<file path="src/rtl/assert_macros.svh">
// Assertion helpers, clocked on clk and disabled while rst_n is low.
`ifndef ASSERT_MACROS_SVH
`define ASSERT_MACROS_SVH

// Property holds at every clock edge.
`define ASSERT_ALWAYS(label, prop, msg) \
  label: assert property (@(posedge clk) disable iff (!rst_n) prop) else $error(msg);

// Condition never holds at a clock edge.
`define ASSERT_NEVER(label, cond, msg) \
  label: assert property (@(posedge clk) disable iff (!rst_n) !(cond)) else $error(msg);

`endif

</file>
<file path="src/rtl/rwrp_pkg.sv">
`default_nettype none
package rwrp_pkg;

  localparam int MAX_NODES = 16;
  localparam int FRAC_BITS = 15;

  localparam int IDX_W     = $clog2(MAX_NODES);
  localparam int CNT_W     = IDX_W + 1;
  localparam int ADDR_W    = 2 * IDX_W;
  localparam int MEM_DEPTH = 1 << ADDR_W;
  localparam int W_W       = 16;
  localparam int TOT_W     = W_W + IDX_W;
  localparam int PROB_W    = FRAC_BITS + 1;
  localparam int MUL_W     = 2 * PROB_W;
  localparam int ACC_W     = MUL_W + IDX_W;
  localparam int SUM_W     = PROB_W + 2;
  localparam int DIVC_W    = $clog2(PROB_W);
  localparam int DRAIN_LEN = MAX_NODES + 4;
  localparam int DRN_W     = $clog2(DRAIN_LEN + 1);

  localparam logic [PROB_W-1:0] ONE_FX = PROB_W'(1) << FRAC_BITS;

  localparam logic CFG_WALK_STEPS = 1'b0;
  localparam logic CFG_NODE_COUNT = 1'b1;

  typedef enum logic [1:0] {
    CMD_WRITE = 2'd0,
    CMD_RUN   = 2'd1,
    CMD_READ  = 2'd2
  } cmd_t;

  typedef enum logic [3:0] {
    ST_IDLE,
    ST_SUM,
    ST_NORM_RD,
    ST_NORM_LD,
    ST_NORM_DIV,
    ST_NORM_WR,
    ST_STEP_FEED,
    ST_STEP_DRAIN,
    ST_FINISH
  } state_t;

  // one D entry traveling down the cell chain
  typedef struct packed {
    logic              v;
    logic [IDX_W-1:0]  row;
    logic [IDX_W-1:0]  k;
    logic [PROB_W-1:0] d;
  } feed_t;

  // transition entry load into one column cell
  typedef struct packed {
    logic              v;
    logic [IDX_W-1:0]  row;
    logic [IDX_W-1:0]  col;
    logic [PROB_W-1:0] p;
  } load_t;

  // finished product entry from a cell
  typedef struct packed {
    logic              v;
    logic [IDX_W-1:0]  row;
    logic [PROB_W-1:0] d;
  } res_t;

  function automatic logic [PROB_W-1:0] clamp_acc(input logic [ACC_W-1:0] v);
    if (v > {{(ACC_W-PROB_W){1'b0}}, ONE_FX}) return ONE_FX;
    return v[PROB_W-1:0];
  endfunction

  function automatic logic [PROB_W-1:0] clamp_sum(input logic [SUM_W-1:0] v);
    if (v > {{(SUM_W-PROB_W){1'b0}}, ONE_FX}) return ONE_FX;
    return v[PROB_W-1:0];
  endfunction

endpackage
`default_nettype wire

</file>
<file path="src/rtl/rwrp_cell.sv">
`default_nettype none
module rwrp_cell (
  input  logic                        clk,
  input  logic                        rst_n,
  input  logic [rwrp_pkg::IDX_W-1:0]  cell_col,
  input  rwrp_pkg::feed_t             chain_in,
  output rwrp_pkg::feed_t             chain_out,
  input  rwrp_pkg::load_t             ld,
  input  logic [rwrp_pkg::IDX_W-1:0]  rd_row,
  output logic [rwrp_pkg::PROB_W-1:0] rd_data,
  output rwrp_pkg::res_t              res
);
  import rwrp_pkg::*;

  logic [PROB_W-1:0] p_mem [MAX_NODES];
  logic [PROB_W-1:0] s_mem [MAX_NODES];

  feed_t             pass_r;
  logic [ACC_W-1:0]  acc_r;
  logic              dq_v_r;
  logic [IDX_W-1:0]  dq_row_r;
  logic [PROB_W-1:0] dq_r;

  logic [MUL_W-1:0]  prod;
  logic [ACC_W-1:0]  sum;
  logic [IDX_W-1:0]  s_addr;
  logic [PROB_W-1:0] s_old;
  logic [PROB_W-1:0] s_gap;
  logic [MUL_W-1:0]  s_prod;
  logic [SUM_W-1:0]  s_tot;
  logic [PROB_W-1:0] s_new;
  logic              last_k;

  always_comb begin
    prod   = MUL_W'(chain_in.d) * MUL_W'(p_mem[chain_in.k]);
    sum    = ((chain_in.k == '0) ? '0 : acc_r) + ACC_W'(prod);
    last_k = chain_in.k == IDX_W'(MAX_NODES - 1);
    s_addr = dq_v_r ? dq_row_r : rd_row;
    s_old  = s_mem[s_addr];
    s_gap  = ONE_FX - s_old;
    s_prod = MUL_W'(dq_r) * MUL_W'(s_gap);
    s_tot  = SUM_W'(s_old) + SUM_W'(s_prod >> FRAC_BITS);
    s_new  = clamp_sum(s_tot);
  end

  always_ff @(posedge clk) begin
    if (!rst_n) begin
      pass_r.v <= 1'b0;
      dq_v_r   <= 1'b0;
    end else begin
      pass_r   <= chain_in;
      dq_v_r   <= chain_in.v && last_k;
    end
  end

  always_ff @(posedge clk) begin
    if (chain_in.v) begin
      acc_r <= sum;
    end
    if (chain_in.v && last_k) begin
      dq_r     <= clamp_acc(sum >> FRAC_BITS);
      dq_row_r <= chain_in.row;
    end
  end

  always_ff @(posedge clk) begin
    if (ld.v && ld.col == cell_col) begin
      p_mem[ld.row] <= ld.p;
      s_mem[ld.row] <= ld.p;
    end else if (dq_v_r) begin
      s_mem[dq_row_r] <= s_new;
    end
  end

  assign chain_out = pass_r;
  assign rd_data   = s_old;
  assign res       = '{v: dq_v_r, row: dq_row_r, d: dq_r};

endmodule
`default_nettype wire

</file>
<file path="config.mk">
export PLATFORM = sky130hd
export DESIGN_NAME = rwrp_cell
export DESIGN_NICKNAME = d
export VERILOG_FILES = /design/src/rtl/assert_macros.svh /design/src/rtl/rwrp_pkg.sv /design/src/rtl/rwrp_cell.sv
export SDC_FILE = /design/constraint.sdc
export NUM_CORES = 2
export LEC_CHECK = 0
export ABC_AREA = 1
export BUFFER_PORTS_ARGS = -buffer_cell sky130_fd_sc_hd__buf_4
export CAP_MARGIN = 0
export CORE_MARGIN = 5
export CORE_UTILIZATION = 60
export CTS_CLUSTER_DIAMETER = 50
export DETAILED_ROUTE_END_ITERATION = 10
export PLACE_DENSITY = 0.75
export SYNTH_ARGS = -nofsm -noshare
export SYNTH_HDL_FRONTEND = slang
export SYNTH_SLANG_ARGS = --single-unit
</file>
<file path="constraint.sdc">
create_clock -name clk -period 10.9 [get_ports clk]
set_input_delay 0.545 -clock clk [delete_from_list [all_inputs] [get_ports clk]]
set_output_delay 0.545 -clock clk [all_outputs]
set_load 0.05 [all_outputs]
</file>
* Word level (Yosys, flattened, before mapping)
Memories as Yosys holds them, arrays and structs flattened.
Index checks and enable logic that the tools add are counted.
** Storage, ports and cells
- Bits of input ports :: 60
- Memories kept :: 2
- Word-level logic and storage cells :: 40
- Bits in registers :: 82
- Memory bits (writable) :: 512
- Output and inout port bits :: 62
** Memory list
- p_mem :: words 16, bits a word 16, read ports 1, clocked after Yosys merged registers in 0, wr ports 1, RTL line rwrp_cell.sv:15 : logic [PROB_W-1:0] p_mem [MAX_NODES];
- s_mem :: words 16, bits a word 16, read ports 1, clocked after Yosys merged registers in 0, wr ports 1, RTL line rwrp_cell.sv:16 : logic [PROB_W-1:0] s_mem [MAX_NODES];
** Operators by class
- Reductions and logical operators :: 4
- $add $sub $neg :: 3
- $mul :: 2
- Mux-type cells :: 17
- Equal/unequal tests :: 2
- Order comparisons :: 2
** Operator list (count)
- $mux W16 :: 5
- $mul A16 B16 Y32 :: 2
- $add A36 B32 Y36 :: 1
- $mux W36 :: 1
- $gt A21 B16 Y1 const B :: 1
- $add A16 B17 Y18 :: 1
- $gt A18 B16 Y1 const B :: 1
- $reduce_or A16 Y1 :: 1
- $sub A16 B16 Y16 const A :: 1
- $mux W1 :: 9
- $mux W4 :: 2
- $eq A4 B4 Y1 :: 1
- $eq A4 B4 Y1 const B :: 1
- $logic_not A4 Y1 :: 1
- $logic_and A1 B1 Y1 :: 2

* Longest topological paths before layout
An unclocked memory read counts as a cell.
- Word-level depth :: 9
- Mapped depth :: 64
- Depth with buffers taken out :: 60

* Least setup slack after synthesis
OpenSTA, ideal clock, no wires.
- Kind :: reg-to-reg
- From :: register dq_row_r[0]
- To :: memory s_mem[0][15] in the netlist's numbering, data pin
- Arrival :: 9.932 ns
- Data required time :: 10.609 ns
- Cell stages (with the launch flop) :: 57
- Library setup time :: 0.291 ns
- Setup slack :: 0.677 ns
- Clock period less this slack :: 10.223 ns
- Path buffers :: 4
- Path through :: edfxtp_1 -> inv_1 -> nand2_1 -> nand2_4 -> buf_6 -> buf_6 -> o21ai_0 -> o221ai_1 -> o211ai_1 -> nand2_1 -> inv_1 -> ha_1 -> nand3_1 -> nor2_1 -> nand2_2 -> and2_1 -> inv_1 -> buf_2 -> [21 not listed] -> a21oi_1 -> nor2_1 -> nor2_1 -> o21ai_0 -> nand3_1 -> nand2_1 -> nand3_1 -> nand2_1 -> nand2_1 -> inv_1 -> o21ai_0 -> nand2_1 -> nand4_1 -> nand2_1 -> nand2_1 -> nand2_2 -> buf_4 -> a21oi_1
** Between the ends
- Word-level cells in the longest chain between the ends :: 9
** Ends and longest elaborated chain
- start, declared :: RTL line rwrp_cell.sv:21 : logic [IDX_W-1:0] dq_row_r;
- start signal, assigned :: RTL line rwrp_cell.sv:62 : dq_row_r <= chain_in.row;
- $mux W4 (*) :: RTL line rwrp_cell.sv:38 : s_addr = dq_v_r ? dq_row_r : rd_row;
- $mem_v2 Z16 W16 (*)
- named net rd_data (one bit) :: RTL line rwrp_cell.sv:10 : output logic [rwrp_pkg::PROB_W-1:0] rd_data,
- $sub A16 B16 Y16 :: RTL line rwrp_cell.sv:40 : s_gap = ONE_FX - s_old;
- $mul A16 B16 Y32 :: RTL line rwrp_cell.sv:41 : s_prod = MUL_W'(dq_r) * MUL_W'(s_gap);
- $add A16 B17 Y18 (*) :: RTL line rwrp_cell.sv:42 : s_tot = SUM_W'(s_old) + SUM_W'(s_prod >> FRAC_BITS);
- $gt A18 B16 Y1 :: RTL line rwrp_pkg.sv:73 : if (v > {{(SUM_W-PROB_W){1'b0}}, ONE_FX}) return ONE_FX;
- $mux W1 :: RTL line rwrp_pkg.sv:73
- $mux W16 (*) :: RTL line rwrp_pkg.sv:74 : return v[PROB_W-1:0];
- $mux W16 (no source line) (*)
- end, declared :: RTL line rwrp_cell.sv:16
Mark *: on every way through the listed nets, which the timed path passes. The rest lies on a longest branch.

* Final worst setup path
- From :: register dq_row_r[0]
- To :: memory s_mem[13][1] in the netlist's numbering, data pin
** Between the ends
- Word-level cells in the longest chain between the ends :: 9
** Ends and longest elaborated chain (RTL line)
- $mux W4 (*) :: rwrp_cell.sv:38
- $mem_v2 Z16 W16 (*)
- $sub A16 B16 Y16 :: rwrp_cell.sv:40
- $mul A16 B16 Y32 :: rwrp_cell.sv:41
- $add A16 B17 Y18 (*) :: rwrp_cell.sv:42
- $gt A18 B16 Y1 :: rwrp_pkg.sv:73
- $mux W1 :: rwrp_pkg.sv:73
- $mux W16 (*) :: rwrp_pkg.sv:74
- $mux W16 (no source line) (*)
Mark *: on every way between the ends. The rest lies on a longest branch, timed or not.

==> results.json <==
{
  "synth_top_area_share_pct": 42.4,
  "crit_arrival_ns": 10.73,
  "cts_hold_buffers": 0,
  "drtPass1Iterations": 8,
  "start_util_pct": 60.2,
  "cp_common_cell": "nand2_1",
  "seq_area_mm2": 0.0178,
  "port_buffers": 121,
  "top_usage_layer": "met2",
  "synth_common_cells": "inv_1, nand2_1, edfxtp_1, nor2_1, fa_1",
  "layout.nets": 4937,
  "drive_gt1_share_pct": 10.2,
  "track_usage_pct": 30.4,
  "multi_input_area_mm2": 0.0209,
  "critPathSlowestCell": "fa_1",
  "cpPeakStageDelay_ns": 0.52,
  "place.gp.congestion": 0.957,
  "slew_viol_final": 0,
  "ys_seq_area_share_pct": 42.5,
  "vias_per_cell": 5.84,
  "setup_viol": 0,
  "die_y_um": 274,
  "final.setup_skew_ns": 0.0569,
  "start_kind": "flip-flop",
  "syn_area_per_cell_um2": 10.2,
  "wl_per_cell_um": 21.7,
  "nFillCells": 5347,
  "grt_pass1_vias": 31090,
  "final_cells": 5225,
  "synth.distinct_cells": 60,
  "die-area_mm2": 0.0752,
  "pin_count": 122,
  "yosys.area.top_type": "edfxtp_1",
  "dr_total_vias": 30521,
  "cts_buffer_depth": 3,
  "clk_latency_ns": 0.63,
  "ys.flop_type": "edfxtp_1",
  "gr-usage-met2_pct": 49.5,
  "end_kind": "flip-flop",
  "slew_headroom_pct": 16.2,
  "ant_nets": 0,
  "ys_warn_count": 0,
  "path_clk_slew_ns": 0.06,
  "grt.overflow.total": 0,
  "syn_nets": 4808,
  "crit_fanout": 45,
  "grt_max_degree": 79,
  "drt_iter0_markers": 3376,
  "maxCapViolCount": 0,
  "clock_sinks": 594,
  "min_period_ns": 10.29,
  "cp.required_ns": 11.34,
  "drc": 0,
  "met3_usage_pct": 6.07,
  "synth.most_common_cell": "inv_1",
  "clock_tree.root_cell": "clkbuf_16",
  "synth_edf_count": 592,
  "h-tree-depth": 3,
  "dp_slack_ns": 0.103,
  "fmaxAchievable_ghz": 0.0972,
  "tns_ns": 0,
  "rows": 97,
  "async_flop_share_pct": 0,
  "hold_class": "in2reg",
  "cts_tree": "done",
  "routed_wl_um": 113000,
  "worstMarginPinSlew_ns": 1.26,
  "dp_cells": 5097,
  "antenna_found_initial": 2,
  "fin_crit_sh_pct": 94.4,
  "hpwlAfterDp_um": 80400,
  "synth_cells": 4101,
  "ys_top_cells_by_area": "edfxtp_1, fa_1, ha_1, inv_1, nand2_1",
  "numCtsBuffers": 69,
  "netlist_area_mm2": 0.0419,
  "critPathKind": "reg2reg",
  "ys_ff_latch": 594,
  "hold_viol_final": 0,
  "syn2layout_area_growth_pct": 11.0,
  "die_w_um": 274,
  "grt_pass1_wl_um": 175000,
  "use_met1_pct": 40.8,
  "holdWs_ns": 0.137,
  "outcome": "finished, final reports clean",
  "worst_slack_ns": 0.609,
  "core_mm2": 0.0697
}
==> registers in the layout, indices dropped and copies added, names as in the netlist <==
| signal | cells |
|---|---|
| chain_out | 25 |
| dq_row_r | 4 |
| dq_v_r | 1 |
| dq_r | 16 |
| s_mem | 256 |
| acc_r | 36 |
| p_mem | 256 |
==> critical path: cells and delay by family (launching register included) <==
family | cells | cell delay, ns
buf+inv | 9 | 1.04
flops | 1 | 0.49
simple gates | 27 | 3.09
compound gates | 8 | 1.40
xor+xnor | 1 | 0.12
fa+ha+maj | 9 | 3.93
==> stage by stage <==
step,area [um2],utilization (%)
detailed placement,44100,63.3
CTS,46400,66.6
global placement,44100,63.3
global route,46500,66.8
floorplan,41900,-
finish,46500,66.8
==> timing repair <==
| action | in CTS | in global routing |
|---|---|---|
| gates resized for setup | 0 | 41 |
| endpoints found under the setup margin | 0 | 256 |
| buffers inserted | 0 | 1 |
| endpoints found under the hold margin | 0 | 0 |
==> cells in the final DEF, fill, tap and decap left out, drive strengths merged, types with 3 or more instances in the layout <==
cell type	Yosys	final
inv	687	692
nand2	664	665
edfxtp	592	592
nor2	553	553
fa	420	420
o21ai	288	288
ha	227	227
buf	48	218
a21oi	99	99
o22ai	92	92
nand3	88	88
clkbuf	113	85
xor2	38	38
nand4	38	38
clkinv	7	36
o211ai	32	32
o221ai	25	25
xnor2	23	23
nor3	10	10
a21o	8	8
a31oi	7	7
nor4	7	7
a32o	4	4
o21bai	4	4
bufinv	0	4
nand3b	3	3
o21a	3	3
==> metal layers <==
layer / vias up / wire length [um]
met5: - / 13
met4: 2 / 4860
met3: 310 / 11200
met2: 1622 / 53500
met1: 14952 / 43700
li1: 13635 / -
==> kinds of logic after synthesis <==
family	after synthesis	share of synthesized area, %
DFF	594	42.5
adders and majority gates	647	26.8
xor gates and xnor gates	61	1.27
buffers and inverters	855	8.11
and+or+nand+nor	1371	13.3
AOI/OAI and AO/OA	573	7.93
==> final cells by class <==
| cell class | count | share of cell area, % |
|---|---|---|
| inverter | 694 | 5.65 |
| sequential | 594 | 38.3 |
| clock inverter | 39 | 0.936 |
| tap | 940 | 2.53 |
| clock buffer | 85 | 3.93 |
| multi-input combinational | 2653 | 44.9 |
| timing repair buffer | 218 | 3.71 |
| antenna | 2 | 0.0108 |
==> worst paths after layout <==
path / from / endpoint / slack [ns] / depth (start not counted)
worst max-delay path: dq_row_r[0] / s_mem[13][1] / 0.61 / 54
worst min-delay path: chain_in[20] / dq_row_r[0] / 0.14 / 1
worst max register to register: dq_row_r[0] / s_mem[13][1] / 0.61 / 54
worst min register to register: acc_r[0] / acc_r[0] / 0.67 / 3
Power is not shown: default switching activity piles up to over one toggle a cycle in this logic, so the estimate is an artifact.
