[src/rtl/assert_macros.svh]
// Assertion helpers, clocked on clk and disabled while rst_n is low.
`ifndef ASSERT_MACROS_SVH
`define ASSERT_MACROS_SVH

// Property holds at every clock edge.
`define ASSERT_ALWAYS(label, prop, msg) \
  label: assert property (@(posedge clk) disable iff (!rst_n) prop) else $error(msg);

// Condition never holds at a clock edge.
`define ASSERT_NEVER(label, cond, msg) \
  label: assert property (@(posedge clk) disable iff (!rst_n) !(cond)) else $error(msg);

`endif

[src/rtl/rwrp_pkg.sv]
`default_nettype none
package rwrp_pkg;

  localparam int MAX_NODES = 16;
  localparam int FRAC_BITS = 15;

  localparam int IDX_W     = $clog2(MAX_NODES);
  localparam int CNT_W     = IDX_W + 1;
  localparam int ADDR_W    = 2 * IDX_W;
  localparam int MEM_DEPTH = 1 << ADDR_W;
  localparam int W_W       = 16;
  localparam int TOT_W     = W_W + IDX_W;
  localparam int PROB_W    = FRAC_BITS + 1;
  localparam int MUL_W     = 2 * PROB_W;
  localparam int ACC_W     = MUL_W + IDX_W;
  localparam int SUM_W     = PROB_W + 2;
  localparam int DIVC_W    = $clog2(PROB_W);
  localparam int DRAIN_LEN = MAX_NODES + 4;
  localparam int DRN_W     = $clog2(DRAIN_LEN + 1);

  localparam logic [PROB_W-1:0] ONE_FX = PROB_W'(1) << FRAC_BITS;

  localparam logic CFG_WALK_STEPS = 1'b0;
  localparam logic CFG_NODE_COUNT = 1'b1;

  typedef enum logic [1:0] {
    CMD_WRITE = 2'd0,
    CMD_RUN   = 2'd1,
    CMD_READ  = 2'd2
  } cmd_t;

  typedef enum logic [3:0] {
    ST_IDLE,
    ST_SUM,
    ST_NORM_RD,
    ST_NORM_LD,
    ST_NORM_DIV,
    ST_NORM_WR,
    ST_STEP_FEED,
    ST_STEP_DRAIN,
    ST_FINISH
  } state_t;

  // one D entry traveling down the cell chain
  typedef struct packed {
    logic              v;
    logic [IDX_W-1:0]  row;
    logic [IDX_W-1:0]  k;
    logic [PROB_W-1:0] d;
  } feed_t;

  // transition entry load into one column cell
  typedef struct packed {
    logic              v;
    logic [IDX_W-1:0]  row;
    logic [IDX_W-1:0]  col;
    logic [PROB_W-1:0] p;
  } load_t;

  // finished product entry from a cell
  typedef struct packed {
    logic              v;
    logic [IDX_W-1:0]  row;
    logic [PROB_W-1:0] d;
  } res_t;

  function automatic logic [PROB_W-1:0] clamp_acc(input logic [ACC_W-1:0] v);
    if (v > {{(ACC_W-PROB_W){1'b0}}, ONE_FX}) return ONE_FX;
    return v[PROB_W-1:0];
  endfunction

  function automatic logic [PROB_W-1:0] clamp_sum(input logic [SUM_W-1:0] v);
    if (v > {{(SUM_W-PROB_W){1'b0}}, ONE_FX}) return ONE_FX;
    return v[PROB_W-1:0];
  endfunction

endpackage
`default_nettype wire

[src/rtl/rwrp_div.sv]
`default_nettype none
module rwrp_div (
  input  logic                      clk,
  input  logic                      rst_n,
  input  logic                      start,
  input  logic [rwrp_pkg::W_W-1:0]    dividend,
  input  logic [rwrp_pkg::TOT_W-1:0]  divisor,
  output logic                      done,
  output logic [rwrp_pkg::PROB_W-1:0] quot
);
  import rwrp_pkg::*;

  logic              busy_r;
  logic              done_r;
  logic [DIVC_W-1:0] cnt_r;
  logic [TOT_W:0]    rem_r;
  logic [TOT_W-1:0]  dsr_r;
  logic [PROB_W-1:0] q_r;
  logic [TOT_W:0]    trial;
  logic              ge;

  // first step yields the integer bit, then one fraction bit per cycle
  always_comb begin
    trial = (cnt_r == '0) ? rem_r : (rem_r << 1);
    ge    = trial >= {1'b0, dsr_r};
  end

  always_ff @(posedge clk) begin
    if (!rst_n) begin
      busy_r <= 1'b0;
      done_r <= 1'b0;
    end else begin
      done_r <= 1'b0;
      if (start) begin
        busy_r <= 1'b1;
      end else if (busy_r && cnt_r == DIVC_W'(FRAC_BITS)) begin
        busy_r <= 1'b0;
        done_r <= 1'b1;
      end
    end
  end

  always_ff @(posedge clk) begin
    if (start) begin
      rem_r <= (TOT_W+1)'(dividend);
      dsr_r <= divisor;
      cnt_r <= '0;
      q_r   <= '0;
    end else if (busy_r) begin
      rem_r <= ge ? (trial - {1'b0, dsr_r}) : trial;
      q_r   <= {q_r[PROB_W-2:0], ge};
      cnt_r <= cnt_r + DIVC_W'(1);
    end
  end

  assign done = done_r;
  assign quot = q_r;

endmodule
`default_nettype wire

[config.mk]
export PLATFORM = sky130hd
export DESIGN_NAME = rwrp_div
export DESIGN_NICKNAME = d
export VERILOG_FILES = /design/src/rtl/assert_macros.svh /design/src/rtl/rwrp_pkg.sv /design/src/rtl/rwrp_div.sv
export SDC_FILE = /design/constraint.sdc
export NUM_CORES = 1
export LEC_CHECK = 0
export BUFFER_PORTS_ARGS = -buffer_cell sky130_fd_sc_hd__buf_2
export CAP_MARGIN = 20
export CELL_PAD_IN_SITES_DETAIL_PLACEMENT = 1
export CELL_PAD_IN_SITES_GLOBAL_PLACEMENT = 1
export CORE_UTILIZATION = 45
export CTS_BUF_LIST = sky130_fd_sc_hd__clkbuf_16
export CTS_CLUSTER_DIAMETER = 150
export CTS_CLUSTER_SIZE = 14
export DETAILED_ROUTE_END_ITERATION = 8
export GPL_ROUTABILITY_DRIVEN = 0
export PLACE_DENSITY = 0.83
export SLEW_MARGIN = 5
export SYNTH_ARGS = -nofsm -noshare
export SYNTH_HDL_FRONTEND = slang
export SYNTH_SLANG_ARGS = --single-unit
[constraint.sdc]
create_clock -name clk -period 5.26 [get_ports clk]
set_input_delay 0 -clock clk [delete_from_list [all_inputs] [get_ports clk]]
set_output_delay 0 -clock clk [all_outputs]
set_load 0.005 [all_outputs]
### Word level (Yosys, flattened, before mapping)

Index checks and enable logic that the tools add are counted.

* bits in latches: 0
* register bits after elaboration: 63
* word-level logic and storage cells: 24
* ROM bits: 0
* output and inout bits: 17
* memories: 0
* input port bits: 39
* bits in writable memories: 0

* divide/modulo/power cells: 0
* multipliers: 0
* muxes and demuxes: 7
* add/sub/neg operators: 2
* bitwise operators: 1
* shift operators: 0
* reductions and logical operators: 5
* order comparisons: 1
* eq/ne operators: 1

Operators with widths (count)
* $mux W21: 2
* $mux W16: 2
* $ge A21 B20 Y1: 1
* $sub A21 B20 Y21: 1
* $add A4 B1 Y4 const B: 1
* $eq A4 B4 Y1 const B: 1
* $logic_not A4 Y1: 1
* $reduce_bool A2 Y1: 2
* $mux W1: 3
* $reduce_or A2 Y1: 1
* $logic_and A1 B1 Y1: 1
* $not A1 Y1: 1

### Longest topological paths before layout

Gate-level depths: netlist (run 1).

* depth after elaboration: 6
* mapped depth: 16
* gate-level depth less buffers: 15

### Worst setup path before layout (run 1)

OpenSTA, ideal clock, no wires.

* path type: reg2reg
* from: register cnt_r[0]
* to: register rem_r[10] (data pin)
* arrival: 3.900 ns
* setup time: 0.260 ns
* slack: 1.100 ns
* cell stages (with the launch flop): 17
* buffers on the path: 3
* cell sequence: dfxtp_1 -> inv_1 -> ha_1 -> nor3b_1 -> clkbuf_1 -> mux2_2 -> ha_1 -> buf_4 -> nand4_1 -> or3_1 -> or4_1 -> nor3b_1 -> o21ai_2 -> nand2_4 -> buf_6 -> mux2_4 -> mux2_2

* longest elaborated chain between the ends: 6

Ends and longest elaborated chain
* from (decl): line rwrp_div.sv:15 `logic [DIVC_W-1:0] cnt_r;`
* from (signal assigned): line rwrp_div.sv:52 `cnt_r <= cnt_r + DIVC_W'(1);`
* $logic_not A4 Y1 *: line rwrp_div.sv:24 `trial = (cnt_r == '0) ? rem_r : (rem_r << 1);`
* $mux W21 *: line rwrp_div.sv:24
* $sub A21 B20 Y21 or $ge A21 B20 Y1 (tied branches): line rwrp_div.sv:50, rwrp_div.sv:25
* $mux W21 *: line rwrp_div.sv:50 `rem_r <= ge ? (trial - {1'b0, dsr_r}) : trial;`
* $mux W16 *: line rwrp_div.sv:49 `end else if (busy_r) begin`
* $mux W16 *: line rwrp_div.sv:44 `if (start) begin`
* to (signal assigned): line rwrp_div.sv:45 `rem_r <= (TOT_W+1)'(dividend);`
* to (signal assigned): line rwrp_div.sv:50
* to (decl): line rwrp_div.sv:16 `logic [TOT_W:0] rem_r;`

Mark *: on every way between the ends. The rest lies on a longest branch, timed or not. The select of a mux whose other input is x is not followed.
A chain may end at the register's enable or synchronous reset.

### Worst setup path after layout (run 1)

* from: register cnt_r[0]
* to: register rem_r[8] (data pin)

Same word-level chain as after synthesis.

==> flow_metrics.env, run 1 <==
export IMPL_post_dp_hpwl_um=6350
export IMPL_final_cells=563
export IMPL_cts_setup_buffers=0
export IMPL_worst_r2r_startpoint="cnt_r[0]"
export IMPL_yosys_warnings=0
export IMPL_timing_critical_path_cells="inv_1 -> ha_1 -> nor3b_2 -> buf_4 -> mux2_2 -> ha_1 -> nand4_1 -> or3_1 -> or4_1 -> nor3b_1 -> o21ai_2 -> nand2_4 -> mux2_4 -> mux2_2"
export IMPL_route_detailed_wl_per_inst_um=16.3
export IMPL_number_of_ports_placed_on_the_die_boundary=56
export IMPL_syn_avg_cell_area_um2=10.5
export IMPL_largest_net_degree_at_the_start_of_global_routing=41
export IMPL_tightest_slew_ns=0.761
export IMPL_cp_top_family="simple AND/OR/NAND/NOR gates"
export IMPL_clkSlewWorstSetupHoldPaths_ns=0.06
export IMPL_timing_final_max_slew_violations=0
export IMPL_worstHoldPathType="in -> reg"
export IMPL_ant_nets=0
export IMPL_irDropWorstVdd_v=0.000177
export IMPL_worst_setup_path_start_kind="flop"
export IMPL_synth_compound_gate_area_share_pct=10.2
export IMPL_num_vias=3005
export IMPL_crit_path_top_delay_cell="sky130_fd_sc_hd__or4_1"
export IMPL_synthSimpleGateAreaFrac_pct=11.2
export IMPL_num_rows=33
export IMPL_reg2reg_depth=14
export IMPL_chipWidth_um=94.0
export IMPL_grt_total_usage_pct=22.4
export IMPL_worstSetupPathDepth=14
export IMPL_crit_required_ns=5.33
export IMPL_post_synth_instance_area_um2=3810
export IMPL_syn_to_final_growth_pct=27.4
export IMPL_post_route_period_util_pct=83.6
export IMPL_detail_route_first_pass_iterations=4
export IMPL_setup_worst_path_start="cnt_r[0]"
export IMPL_layout_drive_gt1_share_pct=26.2
export IMPL_num_antenna_cells=0
export IMPL_syn_nets=424
export IMPL_finClkSkew_ns=0.00549
export IMPL_synth_seq_cells=63
export IMPL_cts_sink_count=63
export IMPL_status="finished, final reports clean"
export IMPL_synth_sequential_area_ratio_pct=42.6
export IMPL_cts_buffer_depth=2
export IMPL_layout_min_cycle_time_ns=4.40
export IMPL_die_area_um2=8830
export IMPL_setup_worst_path_end_class="flop"
export IMPL_seq_pwr_share_pct=29.3
export IMPL_n_fill_cell=905
export IMPL_fp_coreArea_um2=8220
export IMPL_cpPeakStageDelay_ns=0.50
export IMPL_grt_overflow=0
export IMPL_swShare_pct=33.8
export IMPL_grt_first_pass_wirelength_um=15200
export IMPL_postLayoutSetupSlackWorst_ns=0.860
export IMPL_routed_wl_met3_um=241
export IMPL_drc_errors=0
export IMPL_antenna_found_initial=0
export IMPL_synthDistinctLibCells=48
export IMPL_tns_ns=0
export IMPL_number_of_drc_violations_after_detailed_routing_iteration_0=117
export IMPL_synth_area_mux_share_pct=18.9
export IMPL_worst_hold_startpoint="dividend[15]"
export IMPL_cts_tree="built"
export IMPL_dr_wl_met2_um=4720
export IMPL_rsz_0062_raised_after_global_routing="false"
export IMPL_placed_insts=511
export IMPL_via_per_inst=5.34
export IMPL_yosys_area_share_xor_xnor_pct=4.60
export IMPL_synth_top_family_by_area="multiplexers"
export IMPL_critical_path_buf_inv_count=2
export IMPL_mostFrequentLayoutCells="sky130_fd_sc_hd__buf_2 (55), sky130_fd_sc_hd__nor2_1 (39), sky130_fd_sc_hd__mux2_2 (36), sky130_fd_sc_hd__edfxtp_1 (36), sky130_fd_sc_hd__dlygate4sd3_1 (36)"
export IMPL_maxCapViolations=0
export IMPL_layout_cells_most_common="sky130_fd_sc_hd__buf_2"
export IMPL_max_slew_margin_rel_pct=49.2
export IMPL_htree_levels=3
export IMPL_power_static_leakage_uw=0.00216
export IMPL_grt_pass1_vias=3244
export IMPL_initial_core_util_pct=46.3
export IMPL_numCtsBuffers=9
export IMPL_arrival_ns=4.47
export IMPL_top_layer="met4"
export IMPL_timing_hold_worst_path_depth=2
export IMPL_wl_um=9190
export IMPL_finalHoldViolations=0
export IMPL_synth_fa_ha_area_share_pct=7.76
export IMPL_power_combinational_fraction_pct=41.8
export IMPL_setup_worst_path_class="reg -> reg"
export IMPL_number_of_standard_cells_after_synthesis=362
export IMPL_achievable_frequency_mhz=227
export IMPL_m1WireLength_um=4140
export IMPL_clk_insertion_delay_late_ns=0.32
export IMPL_pwr_density_cell_nw_per_um2=443
export IMPL_cts_root_buf="sky130_fd_sc_hd__clkbuf_16"
export IMPL_power_frac_clock_pct=28.9
export IMPL_p_switching_uw=726
export IMPL_critPathMaxFanout=24
export IMPL_internal_power_uw=1420
export IMPL_report_final_setup_viol=0
export IMPL_post_place_ws_ns=0.920
export IMPL_die_height_um=94.0
export IMPL_port_buffers=55
export IMPL_design_final_nets=515
[metal layers]
layer	up-vias	track usage, %
li1	1490	-
met1	1462	26.2
met2	44	41.1
met3	9	4.21
met4	0	6.41
met5	-	0
[cells by family after synthesis]
family / Yosys count
buf+inv: 44
simple gates: 88
fa+ha+maj: 23
mux: 64
xor+xnor: 20
flops: 63
compound gates: 60
[Yosys cell counts, drive strengths merged]
| master | instances | area, µm² |
|---|---|---|
| nand2b | 3 | 18.8 |
| mux2i | 21 | 210 |
| a31oi | 2 | 12.5 |
| xor2 | 8 | 70.1 |
| o221ai | 1 | 8.76 |
| nand3 | 5 | 25.0 |
| and3b | 2 | 17.5 |
| xnor2 | 12 | 105 |
| nand4b | 1 | 8.76 |
| clkbuf | 9 | 33.8 |
| o31a | 1 | 8.76 |
| a211o | 2 | 17.5 |
| dfxtp | 27 | 541 |
| a311o | 1 | 10.0 |
| or2b | 1 | 7.51 |
| o311a | 1 | 10.0 |
| a32oi | 2 | 17.5 |
| nand4 | 5 | 31.3 |
| o31ai | 5 | 37.5 |
| o211ai | 1 | 7.51 |
| o21a | 1 | 7.51 |
| buf | 5 | 31.3 |
| a21o | 3 | 22.5 |
| or3 | 3 | 18.8 |
| inv | 30 | 113 |
| o21ai | 16 | 83.8 |
| nor3b | 2 | 15.0 |
| ha | 22 | 275 |
| a221o | 1 | 10.0 |
| a21oi | 16 | 80.1 |
| nor2 | 39 | 146 |
| edfxtp | 36 | 1080 |
| o21bai | 2 | 15.0 |
| nand2 | 13 | 56.3 |
| fa | 1 | 20.0 |
| nor3 | 5 | 25.0 |
| nor2b | 5 | 31.3 |
| or4 | 1 | 7.51 |
| a41o | 1 | 10.0 |
| mux2 | 43 | 510 |
| a211oi | 4 | 30.0 |
| and3 | 3 | 18.8 |
[power groups by stage]
stage,Sequential (µW),Combinational (µW),Clock [µW]
after floorplan,622,701,0
after global placement,633,825,0
after detailed placement,638,867,0
after CTS,629,901,636
after global routing,634,995,654
final,630,899,622
[flip-flops by register name (all words and copies together), names as in the netlist]
| signal | cells |
|---|---|
| busy_r | 1 |
| done | 1 |
| cnt_r | 4 |
| quot | 16 |
| dsr_r | 20 |
| rem_r | 21 |
[timing repair]
action | in CTS | in global routing
hold buffers | 36 | 0
resized for setup | 0 | 0
hold endpoints to repair | 37 | 0
[worst register-to-register path, stage by stage (launching register included)]
cell and delay (ns):
sky130_fd_sc_hd__dfxtp_1 0.35, sky130_fd_sc_hd__inv_1 0.08, sky130_fd_sc_hd__ha_1 0.14, sky130_fd_sc_hd__nor3b_2 0.16
sky130_fd_sc_hd__buf_4 0.33, sky130_fd_sc_hd__mux2_2 0.41, sky130_fd_sc_hd__ha_1 0.42, sky130_fd_sc_hd__nand4_1 0.17
sky130_fd_sc_hd__or3_1 0.41, sky130_fd_sc_hd__or4_1 0.50, sky130_fd_sc_hd__nor3b_1 0.16, sky130_fd_sc_hd__o21ai_2 0.11
sky130_fd_sc_hd__nand2_4 0.27, sky130_fd_sc_hd__mux2_4 0.38, sky130_fd_sc_hd__mux2_2 0.26
[cell type report]
class	count	area, µm²	share of cell area (%)
Clock buffer	10	250	5.16
Clock inverter	6	63.8	1.32
Inverter	30	113	2.32
Multi-Input combinational cell	255	2010	41.5
Sequential cell	63	1620	33.4
Tap cell	105	131	2.71
Timing Repair Buffer	94	658	13.6
[stage by stage]
step / hold slack (ns) / utilization [%] / cell area (µm²) / total power [µW]
2_1_floorplan: 0.0989 / - / 3810 / 1320
3_3_place_gp: 0.177 / 50.8 / 4180 / 1460
3_5_place_dp: 0.179 / 50.8 / 4180 / 1510
4_1_cts: 0.0223 / 59.0 / 4850 / 2170
5_1_grt: 0.0250 / 59.0 / 4850 / 2280
6_report: 0.0192 / 59.0 / 4850 / 2150
[worst paths after layout]
| check | endpoint | slack [ns] |
|---|---|---|
| worst max-delay path | rem_r[8] | 0.86 |
| worst max register to register | rem_r[8] | 0.86 |
| worst min register to register | rem_r[17] | 0.51 |
| worst min-delay path | rem_r[15] | 0.02 |
Power figures use the tool's default switching activity.
==> run 2: changes to the inputs <==
--- a/config.mk
+++ b/config.mk
@@ -9,13 +9,13 @@
 export CAP_MARGIN = 20
 export CELL_PAD_IN_SITES_DETAIL_PLACEMENT = 1
 export CELL_PAD_IN_SITES_GLOBAL_PLACEMENT = 1
-export CORE_UTILIZATION = 45
+export CORE_UTILIZATION = 41
 export CTS_BUF_LIST = sky130_fd_sc_hd__clkbuf_16
 export CTS_CLUSTER_DIAMETER = 150
 export CTS_CLUSTER_SIZE = 14
 export DETAILED_ROUTE_END_ITERATION = 8
 export GPL_ROUTABILITY_DRIVEN = 0
-export PLACE_DENSITY = 0.83
+export PLACE_DENSITY = 0.8
 export SLEW_MARGIN = 5
 export SYNTH_ARGS = -nofsm -noshare
 export SYNTH_HDL_FRONTEND = slang
==> constraint.sdc (replaced) <==
create_clock -name clk -period 3.9 [get_ports clk]
set_input_delay 0 -clock clk [delete_from_list [all_inputs] [get_ports clk]]
set_output_delay 0 -clock clk [all_outputs]
set_load 0.005 [all_outputs]
==> run 2 against run 1 <==
The flow now finishes with violations (DRC). Clock skew rose by 0.0023 ns. Clock-buffer cell count did not move. Utilization rose by 0.34 points. Critical path depth rose by 1. Critical path type unchanged. Largest cell class unchanged.
==> flow_metrics.env, run 2 (synthesis results as in run 1) <==
export IMPL_status="finished with violations"
export IMPL_achievable_frequency_mhz=258
export IMPL_irDropWorstVdd_v=0.000297
export IMPL_via_per_inst=5.45
export IMPL_ant_nets=0
export IMPL_design_final_nets=544
export IMPL_tightest_slew_ns=0.942
export IMPL_layout_drive_gt1_share_pct=34.5
export IMPL_area_occupied_by_registers_um2=1620
export IMPL_power_combinational_fraction_pct=46.9
export IMPL_layout_cells_most_common="sky130_fd_sc_hd__buf_2"
export IMPL_n_fill_cell=967
export IMPL_tns_ns=0
export IMPL_internal_power_uw=2110
export IMPL_swShare_pct=35.0
export IMPL_placed_area_um2=4330
export IMPL_critPathMaxFanout=8
export IMPL_grt_overflow=0
export IMPL_worst_setup_path_start_kind="flop"
export IMPL_initial_core_util_pct=43.0
export IMPL_postLayoutSetupSlackWorst_ns=0.0291
export IMPL_post_dp_hpwl_um=6800
export IMPL_maxCapViolations=0
export IMPL_finClkSkew_ns=0.00781
export IMPL_antenna_found_initial=0
export IMPL_failing_checks="DRC"
export IMPL_die_area_um2=9680
export IMPL_design_area_um2=5250
export IMPL_worstHoldPathType="in -> reg"
export IMPL_grt_pass1_vias=3620
export IMPL_grt_total_usage_pct=23.2
export IMPL_fp_coreArea_um2=8850
export IMPL_drc_errors=4
export IMPL_worst_r2r_startpoint="cnt_r[1]"
export IMPL_worst_hold_startpoint="dividend[15]"
export IMPL_setup_worst_path_class="reg -> reg"
export IMPL_p_switching_uw=1130
export IMPL_die_height_um=98.4
export IMPL_detail_route_first_pass_iterations=8
export IMPL_cts_root_buf="sky130_fd_sc_hd__clkbuf_16"
export IMPL_arrival_ns=3.95
export IMPL_wl_um=10700
export IMPL_setup_worst_path_end_class="flop"
export IMPL_number_of_drc_violations_after_detailed_routing_iteration_0=84
export IMPL_grt_first_pass_wirelength_um=17400
export IMPL_mostFrequentLayoutCells="sky130_fd_sc_hd__buf_2 (55), sky130_fd_sc_hd__nor2_1 (39), sky130_fd_sc_hd__edfxtp_1 (36), sky130_fd_sc_hd__dlygate4sd3_1 (36), sky130_fd_sc_hd__mux2_2 (31)"
export IMPL_finalPower_uw=3240
export IMPL_setup_worst_path_start="cnt_r[1]"
export IMPL_finalCoreUtilization_pct=59.4
export IMPL_num_antenna_cells=0
export IMPL_finalHoldViolations=0
export IMPL_clkSlewWorstSetupHoldPaths_ns=0.06
export IMPL_cts_buffer_depth=2
export IMPL_post_place_ws_ns=-0.0967
export IMPL_crit_required_ns=3.98
export IMPL_largest_net_degree_at_the_start_of_global_routing=42
export IMPL_chipWidth_um=98.4
export IMPL_cts_sink_count=63
export IMPL_num_rows=34
export IMPL_cts_tree="built"
export IMPL_post_route_period_util_pct=99.3
export IMPL_num_vias=3240
export IMPL_numCtsBuffers=9
export IMPL_multi_input_comb_area_um2=2180
export IMPL_report_final_setup_viol=0
export IMPL_htree_levels=3
export IMPL_syn_to_final_growth_pct=38.0
export IMPL_route_detailed_wl_per_inst_um=18.0
export IMPL_power_static_leakage_uw=0.00234
export IMPL_layout_min_cycle_time_ns=3.87
export IMPL_power_frac_clock_pct=26.9
export IMPL_timing_final_max_slew_violations=0
export IMPL_max_flop_register="rem_r"
export IMPL_pwr_density_cell_nw_per_um2=616
export IMPL_number_of_ports_placed_on_the_die_boundary=56
export IMPL_seq_pwr_share_pct=26.2
export IMPL_max_slew_margin_rel_pct=36.5
export IMPL_rsz_0062_raised_after_global_routing="true"
export IMPL_largest_register_ffs=21
export IMPL_port_buffers=55
export IMPL_clk_insertion_delay_late_ns=0.34
run 2: cell types whose count changed in the layout (fill, tap and decap cells not counted), sizes merged:
cell,delta
clkinv,+2
buf,+28
nand2,+1
inv,-2
run 2: stage by stage:
stage	cells	hold WS (ns)
floorplan	362	0.0989
global placement	532	0.176
detailed placement	532	0.178
CTS	589	0.00652
global route	595	0.0330
finish	595	0.0309
run 2: metal layers:
metal,share of wire [%],GRT usage [%],vias to the layer above
li1,-,-,1552
met5,0,0,-
met3,3.8,5.23,30
met1,41,25.0,1578
met4,2.6,9.76,0
met2,53,43.4,80
run 2: power groups by stage:
| stage | clock, µW | combinational [µW] | sequential, µW |
|---|---|---|---|
| floorplan | 0 | 954 | 839 |
| global placement | 0 | 1220 | 854 |
| detailed placement | 0 | 1280 | 858 |
| CTS | 892 | 1410 | 847 |
| global route | 915 | 1650 | 855 |
| finish | 870 | 1520 | 848 |
run 2: worst max-delay path: stages (launching register included):
cell and delay [ns]:
sky130_fd_sc_hd__dfxtp_2 0.33, sky130_fd_sc_hd__inv_2 0.06, sky130_fd_sc_hd__ha_4 0.12, sky130_fd_sc_hd__nor3b_4 0.22, sky130_fd_sc_hd__buf_6 0.19, sky130_fd_sc_hd__mux2_4 0.34
sky130_fd_sc_hd__ha_4 0.25, sky130_fd_sc_hd__buf_4 0.15, sky130_fd_sc_hd__a21oi_1 0.24, sky130_fd_sc_hd__o21ai_0 0.28, sky130_fd_sc_hd__or2b_1 0.30, sky130_fd_sc_hd__a41o_1 0.31
sky130_fd_sc_hd__nand2_2 0.20, sky130_fd_sc_hd__buf_4 0.21, sky130_fd_sc_hd__nor2_1 0.07, sky130_fd_sc_hd__a221o_1 0.35
run 2: repair_timing:
action / CTS / global route
pin swaps: 3 / 12
gates cloned: 1 / 0
gates resized for setup: 13 / 17
buffers inserted: 4 / 7
hold buffers: 36 / 0
setup endpoints to repair: 15 / 21
endpoints found under the hold margin: 37 / 0
run 2: path summary, 6_finish.rpt:
kind,end,slack [ns],cells past startpoint
max,rem_r[15],0.03,15
min,rem_r[15],0.03,2
max reg2reg,rem_r[15],0.03,15
min reg2reg,rem_r[18],0.52,2
run 2: final cells by class:
cell class / instances / area share [%]
multi-input combinational: 256 / 41.5
sequential: 63 / 30.9
timing repair buffer: 122 / 16.7
clock buffer: 10 / 4.76
tap: 108 / 2.57
inverter: 30 / 2.14
clock inverter: 6 / 1.41
